<file path="src/rtl/core/mme_pkg.sv">
package mme_pkg;

  // fixed field widths
  localparam int unsigned VALUE_W    = 32;
  localparam int unsigned DIM_REG_W  = 4;
  localparam int unsigned CFG_IDX_W  = 2;
  localparam int unsigned OUT_IDX_W  = 3;
  localparam int unsigned PROD_W     = 2 * VALUE_W;
  // exact sum of up to eight full products plus rounding headroom
  localparam int unsigned ACC_W      = PROD_W + 3;
  localparam int unsigned FRAC_W     = 16;

  // configuration register indexes
  localparam logic [CFG_IDX_W-1:0] REG_ROW_COUNT   = 2'd0;
  localparam logic [CFG_IDX_W-1:0] REG_INNER_COUNT = 2'd1;
  localparam logic [CFG_IDX_W-1:0] REG_COL_COUNT   = 2'd2;

  // sequencer states
  typedef enum logic [1:0] {
    ST_LOAD,
    ST_MAC,
    ST_WAIT,
    ST_FINISH
  } state_e;

  // controls that travel with the registered store read data
  typedef struct packed {
    logic valid;
    logic last;
    logic clear;
  } mac_ctrl_t;

endpackage

</file>
<file path="src/rtl/core/mme_mac.sv">
module mme_mac (
  input  logic                               clk_i,
  input  logic                               rst_ni,
  input  mme_pkg::mac_ctrl_t                 ctrl_i,
  input  logic signed [mme_pkg::VALUE_W-1:0] left_i,
  input  logic signed [mme_pkg::VALUE_W-1:0] right_i,
  output logic                               done_o,
  output logic signed [mme_pkg::VALUE_W-1:0] product_o,
  output logic                               saturated_o
);

  localparam int unsigned ACC_W = mme_pkg::ACC_W;
  localparam logic signed [ACC_W-1:0] ROUND_HALF = ACC_W'(32768);
  localparam logic signed [ACC_W-1:0] SAT_MAX    = ACC_W'(2147483647);
  localparam logic signed [ACC_W-1:0] SAT_MIN    = ~SAT_MAX;

  logic signed [mme_pkg::PROD_W-1:0] mul_q;
  logic                              mul_vld_q;
  logic                              mul_last_q;
  logic signed [ACC_W-1:0]           acc_q;
  logic                              done_q;
  logic signed [ACC_W-1:0]           rnd_sum;
  logic signed [ACC_W-1:0]           scaled;
  logic                              over_hi;
  logic                              over_lo;

  // multiplier stage
  always_ff @(posedge clk_i or negedge rst_ni) begin
    if (!rst_ni) begin
      mul_vld_q  <= 1'b0;
      mul_last_q <= 1'b0;
    end else begin
      mul_vld_q  <= ctrl_i.valid;
      mul_last_q <= ctrl_i.valid && ctrl_i.last;
    end
  end

  always_ff @(posedge clk_i) begin
    mul_q <= left_i * right_i;
  end

  // accumulator, cleared between product elements
  always_ff @(posedge clk_i or negedge rst_ni) begin
    if (!rst_ni) begin
      acc_q  <= '0;
      done_q <= 1'b0;
    end else begin
      done_q <= mul_vld_q && mul_last_q;
      if (ctrl_i.clear) begin
        acc_q <= '0;
      end else if (mul_vld_q) begin
        acc_q <= acc_q + ACC_W'(mul_q);
      end
    end
  end

  // round half up to Q16.16 and clip to 32 bits
  always_comb begin
    rnd_sum = acc_q + ROUND_HALF;
    scaled  = rnd_sum >>> mme_pkg::FRAC_W;
    over_hi = scaled > SAT_MAX;
    over_lo = scaled < SAT_MIN;
    if (over_hi) begin
      product_o = SAT_MAX[mme_pkg::VALUE_W-1:0];
    end else if (over_lo) begin
      product_o = SAT_MIN[mme_pkg::VALUE_W-1:0];
    end else begin
      product_o = scaled[mme_pkg::VALUE_W-1:0];
    end
    saturated_o = over_hi || over_lo;
  end

  assign done_o = done_q;

endmodule

</file>
<file path="config.mk">
export PLATFORM = sky130hd
export DESIGN_NAME = mme_mac
export DESIGN_NICKNAME = d
export VERILOG_FILES = /design/src/rtl/core/mme_pkg.sv /design/src/rtl/core/mme_mac.sv
export SDC_FILE = /design/constraint.sdc
export NUM_CORES = 2
export LEC_CHECK = 0
export BUFFER_PORTS_ARGS = -buffer_cell sky130_fd_sc_hd__buf_2
export CAP_MARGIN = 5
export CORE_MARGIN = 3
export CORE_UTILIZATION = 56
export CTS_CLUSTER_SIZE = 24
export DETAILED_ROUTE_END_ITERATION = 10
export PLACE_DENSITY = 0.81
export SLEW_MARGIN = 40
export SYNTH_ARGS = -nofsm -noshare
export SYNTH_HDL_FRONTEND = slang
export SYNTH_SLANG_ARGS = --single-unit
</file>
<file path="constraint.sdc">
create_clock -name clk_i -period 3.4 [get_ports clk_i]
set_input_delay 0.17 -clock clk_i [delete_from_list [all_inputs] [get_ports clk_i]]
set_output_delay 0.17 -clock clk_i [all_outputs]
set_load 0.01 [all_outputs]
</file>
==> impl_table.tex <==
\begin{tabular}{lr}
\hline
Metric & Value \\
\hline
\multicolumn{2}{l}{\textbf{Cells and area}} \\
Final Net Count & 7057 \\
Fraction of final layout cells sized beyond drive strength 1 & 25.4\% \\
Area grow syn2layout & 25.9\% \\
Layout Cells excl Fill & 6728 \\
\multicolumn{2}{l}{\textbf{Floorplan}} \\
Floorplan row count & 104 \\
Vert. Die Dim & 291 µm \\
Boundary pin count & 103 \\
Area of the core region & 80700 µm² \\
Horizontal die dimension & 291 µm \\
Die footprint & 85000 µm² \\
Effective utilization at floorplan & 56.6\% \\
\multicolumn{2}{l}{\textbf{Worst setup path}} \\
Slack of the worst reg-to-reg path & -0.08 ns \\
Type of element launching the critical path & input pin \\
Kind of end point of the critical path & register \\
Path depth of the worst reg2reg path & 13 \\
Worst reg2reg endpoint & acc\_q[62] \\
Start of the worst register-to-register path & acc\_q[0] \\
Classification of the worst setup path & input pin to register \\
Worst Path Max Fanout & 5 \\
Critical path arrival & 7.44 ns \\
Data required, critical path & 3.76 ns \\
\multicolumn{2}{l}{\textbf{Logic synthesis}} \\
Distinct cell type count of the synthesized netlist & 76 \\
FF+latch count, synth & 134 \\
Number of synthesized flops with an enable pin & 0 \\
Async set or reset register ratio after synthesis & 52.2\% \\
Share of the synthesized area in the top cell type & 47.5\% \\
Synth Instances & 4997 \\
Area contributors post-synth & sky130\_fd\_sc\_hd\_\_fa\_1, sky130\_fd\_sc\_hd\_\_inv\_1, sky130\_fd\_sc\_hd\_\_and2\_1 \\
Most area-hungry cell type in the Yosys netlist & sky130\_fd\_sc\_hd\_\_fa\_1 \\
Average cell area after synthesis & 9.13 µm² \\
Synthesized net count & 6400 \\
Leading register cell type out of synthesis & sky130\_fd\_sc\_hd\_\_dfrtp\_1 \\
Synthesized cell area & 45600 µm² \\
Sequential cell area fraction in the yosys report & 6.65\% \\
Count of synthesis-stage warnings from yosys & 0 \\
\multicolumn{2}{l}{\textbf{Route}} \\
TritonRoute pass-1 iters & 6 \\
Final Routed Wirelength & 151 mm \\
Total via count after detailed routing & 39.9k \\
DRT iter0 DRCs & 4009 \\
Mean routed wirelength per cell & 22.5 µm \\
Number of DRC violations after detailed routing & 0 \\
Number of routed nets with antenna violations & 0 \\
Post-DR vias/cell & 5.93 \\
\multicolumn{2}{l}{\textbf{Place}} \\
Post-DP HPWL & 109 mm \\
Weighted congestion reported at the end of routability-driven placement & 0.980 \\
Post-placement worst setup slack & -4.18 ns \\
Number of port buffers & 102 \\
Placed insts & 6549 \\
\multicolumn{2}{l}{\textbf{Job}} \\
Number of maximum-capacitance constraint violations & 0 \\
\multicolumn{2}{l}{\textbf{Hold path}} \\
Class of the tightest hold or removal check & input pin to register \\
Hold-critical path depth & 2 \\
Worst hold path startpoint & right\_i[0] \\
WHS Endpoint & mul\_q[0] \\
\multicolumn{2}{l}{\textbf{Run status}} \\
Failing checks & setup timing \\
Result of the run & complete, but fails checks \\
\multicolumn{2}{l}{\textbf{Clocking}} \\
TritonCTS Sinks & 134 \\
Clock tree from TritonCTS & yes \\
Master cell of the clock root buffer & sky130\_fd\_sc\_hd\_\_clkbuf\_16 \\
Max H-tree Level & 4 \\
Total CTS buffers & 17 \\
Clock buffer depth & 2 \\
Post-CTS clock slew at the launch and capture registers of the worst setup and hold paths & 0.07 ns \\
Source-to-sink clock delay at the later pin of the worst-skew pair & 0.44 ns \\
\multicolumn{2}{l}{\textbf{STA}} \\
Post-route worst setup slack & -3.69 ns \\
Setup-violating endpoint count in the final report & 91 \\
Least-Margin Pin Slew & 0.842 ns \\
Headroom to the max-slew limit & 43.9\% \\
Final hold violation count & 0 \\
Share of the cycle needed by the critical path after routing & 208\% \\
Min Hold Slack & 0.214 ns \\
Worst-case clock skew & 0.00991 ns \\
RSZ-0062 raised after global routing & yes \\
Time the worst path needs with I/O delays and setup & 7.09 ns \\
Slew Limit Fails & 0 \\
Fmax & 0.141 GHz \\
\multicolumn{2}{l}{\textbf{Global route}} \\
All-layer global routing usage & 32.8\% \\
Number of antenna violations at the first check in global routing & 2 \\
GRT overflow & 0 \\
Global-route wire length before repair & 222 mm \\
Via count of the first global-routing pass & 42.2k \\
Pin count of the biggest net entering global routing & 57 \\
\hline
\end{tabular}
==> stage by stage <==
step | instance area (µm²) | util, % | TNS (ns)
final | 57500 | 71.2 | -175.51
after global placement | 52500 | 65.1 | -189.52
after global routing | 57500 | 71.2 | -188.64
after floorplan | 46800 | - | -143.15
after CTS | 55000 | 68.1 | -166.27
after detailed placement | 52500 | 65.1 | -195.16
==> synthesized netlist by cell type (all sizes together) (70+ instances only) <==
master and instances:
fa 1083, nand2 602, ha 251, dfrtp 70, xnor2 109, and2 534, nor2 179, clkbuf 249
inv 981, o21ai 106, a21oi 146, a21o 73
==> area by class of cell <==
class                      count  area (µm²)
antenna                        1        2.50
clock buffer                  19         433
clock inverter                13         149
fill                        5116       23200
inverter                     981        3690
multi-input combinational   3620       40600
sequential                   134        3040
tap                         1060        1330
timing repair buffer         900        8230
==> cells in the final DEF, fill, tap and decap left out, drive strengths merged, types with 5 or more instances in the layout <==
| master | count |
|---|---|
| nand4 | 50 |
| or3 | 13 |
| nand2 | 605 |
| xnor2 | 109 |
| nor4 | 12 |
| a31o | 6 |
| o31ai | 10 |
| a31oi | 27 |
| clkinv | 6 |
| a2111oi | 7 |
| o41ai | 6 |
| and3 | 25 |
| a41oi | 10 |
| o221ai | 5 |
| o211ai | 13 |
| a21o | 73 |
| a211o | 5 |
| dfrtp | 70 |
| and2 | 534 |
| clkbuf | 26 |
| o21ai | 106 |
| o21a | 6 |
| xor2 | 67 |
| or4 | 6 |
| mux2i | 44 |
| nand3 | 50 |
| dfxtp | 64 |
| or2 | 8 |
| buf | 887 |
| ha | 251 |
| nand2b | 22 |
| a211oi | 10 |
| fa | 1083 |
| nor2 | 179 |
| inv | 983 |
| nor3 | 28 |
| o21bai | 31 |
| a21oi | 146 |
| and4 | 11 |
==> worst max path at each step <==
stage / startpoint / cells after the start / to / slack [ns]
after floorplan: left_i[31] / 25 / mul_q[62] / -3.59
after global placement: right_i[6] / 28 / mul_q[62] / -3.98
after detailed placement: right_i[6] / 28 / mul_q[62] / -4.18
after CTS: right_i[7] / 27 / mul_q[61] / -3.35
after global routing: right_i[7] / 25 / mul_q[61] / -3.81
final: left_i[13] / 24 / mul_q[61] / -3.69
==> critical path: stages <==
cell and delay [ns]:
sky130_fd_sc_hd__buf_12 0.13, sky130_fd_sc_hd__buf_12 0.14, sky130_fd_sc_hd__bufbuf_16 0.26, sky130_fd_sc_hd__buf_4 0.14, sky130_fd_sc_hd__nand2_1 0.08, sky130_fd_sc_hd__fa_1 0.43
sky130_fd_sc_hd__inv_1 0.11, sky130_fd_sc_hd__fa_1 0.44, sky130_fd_sc_hd__fa_1 0.56, sky130_fd_sc_hd__fa_2 0.49, sky130_fd_sc_hd__fa_1 0.55, sky130_fd_sc_hd__fa_2 0.61
sky130_fd_sc_hd__fa_1 0.45, sky130_fd_sc_hd__fa_1 0.55, sky130_fd_sc_hd__ha_4 0.30, sky130_fd_sc_hd__buf_4 0.12, sky130_fd_sc_hd__and4_1 0.24, sky130_fd_sc_hd__and3_1 0.26
sky130_fd_sc_hd__and3_1 0.20, sky130_fd_sc_hd__nor3_1 0.06, sky130_fd_sc_hd__or3_4 0.40, sky130_fd_sc_hd__o41a_1 0.35, sky130_fd_sc_hd__o21ai_1 0.19, sky130_fd_sc_hd__xor2_1 0.18
==> routing by layer <==
metal | routed length (µm) | GRT usage [%] | vias up
met5 | 10 | 0 | -
met4 | 8970 | 10.8 | 2
met3 | 16400 | 7.60 | 764
met2 | 70800 | 54.2 | 2651
met1 | 55000 | 43.0 | 20035
li1 | - | - | 16470
==> flip-flops by register name (all words and copies together), names as in the netlist <==
signal and count:
acc_q 67, done_o 1, mul_last_q 1, mul_q 64, mul_vld_q 1
==> cell families (layout without fill, tap and decap cells) <==
family / count (synthesis) / count (layout) / share of synthesized area, %
mux: 46 / 46 / 1.02
flops: 134 / 134 / 6.65
other cells: 0 / 1 / 0
xor+xnor: 176 / 176 / 3.38
simple gates: 1561 / 1564 / 17.1
buf+inv: 1246 / 1913 / 10.4
compound gates: 500 / 500 / 7.07
fa+ha+maj: 1334 / 1334 / 54.4
==> timing repair <==
item | CTS | global route
pin swaps | 176 | 277
hold endpoints to repair | 45 | 0
setup buffers | 67 | 87
hold buffers | 4 | 0
cloned | 6 | 11
gates resized for setup | 279 | 441
setup endpoints to repair | 99 | 103
Power is left out: the tool's default activity adds up to more than one toggle a clock period on the data nets, which glitch-free logic cannot reach.
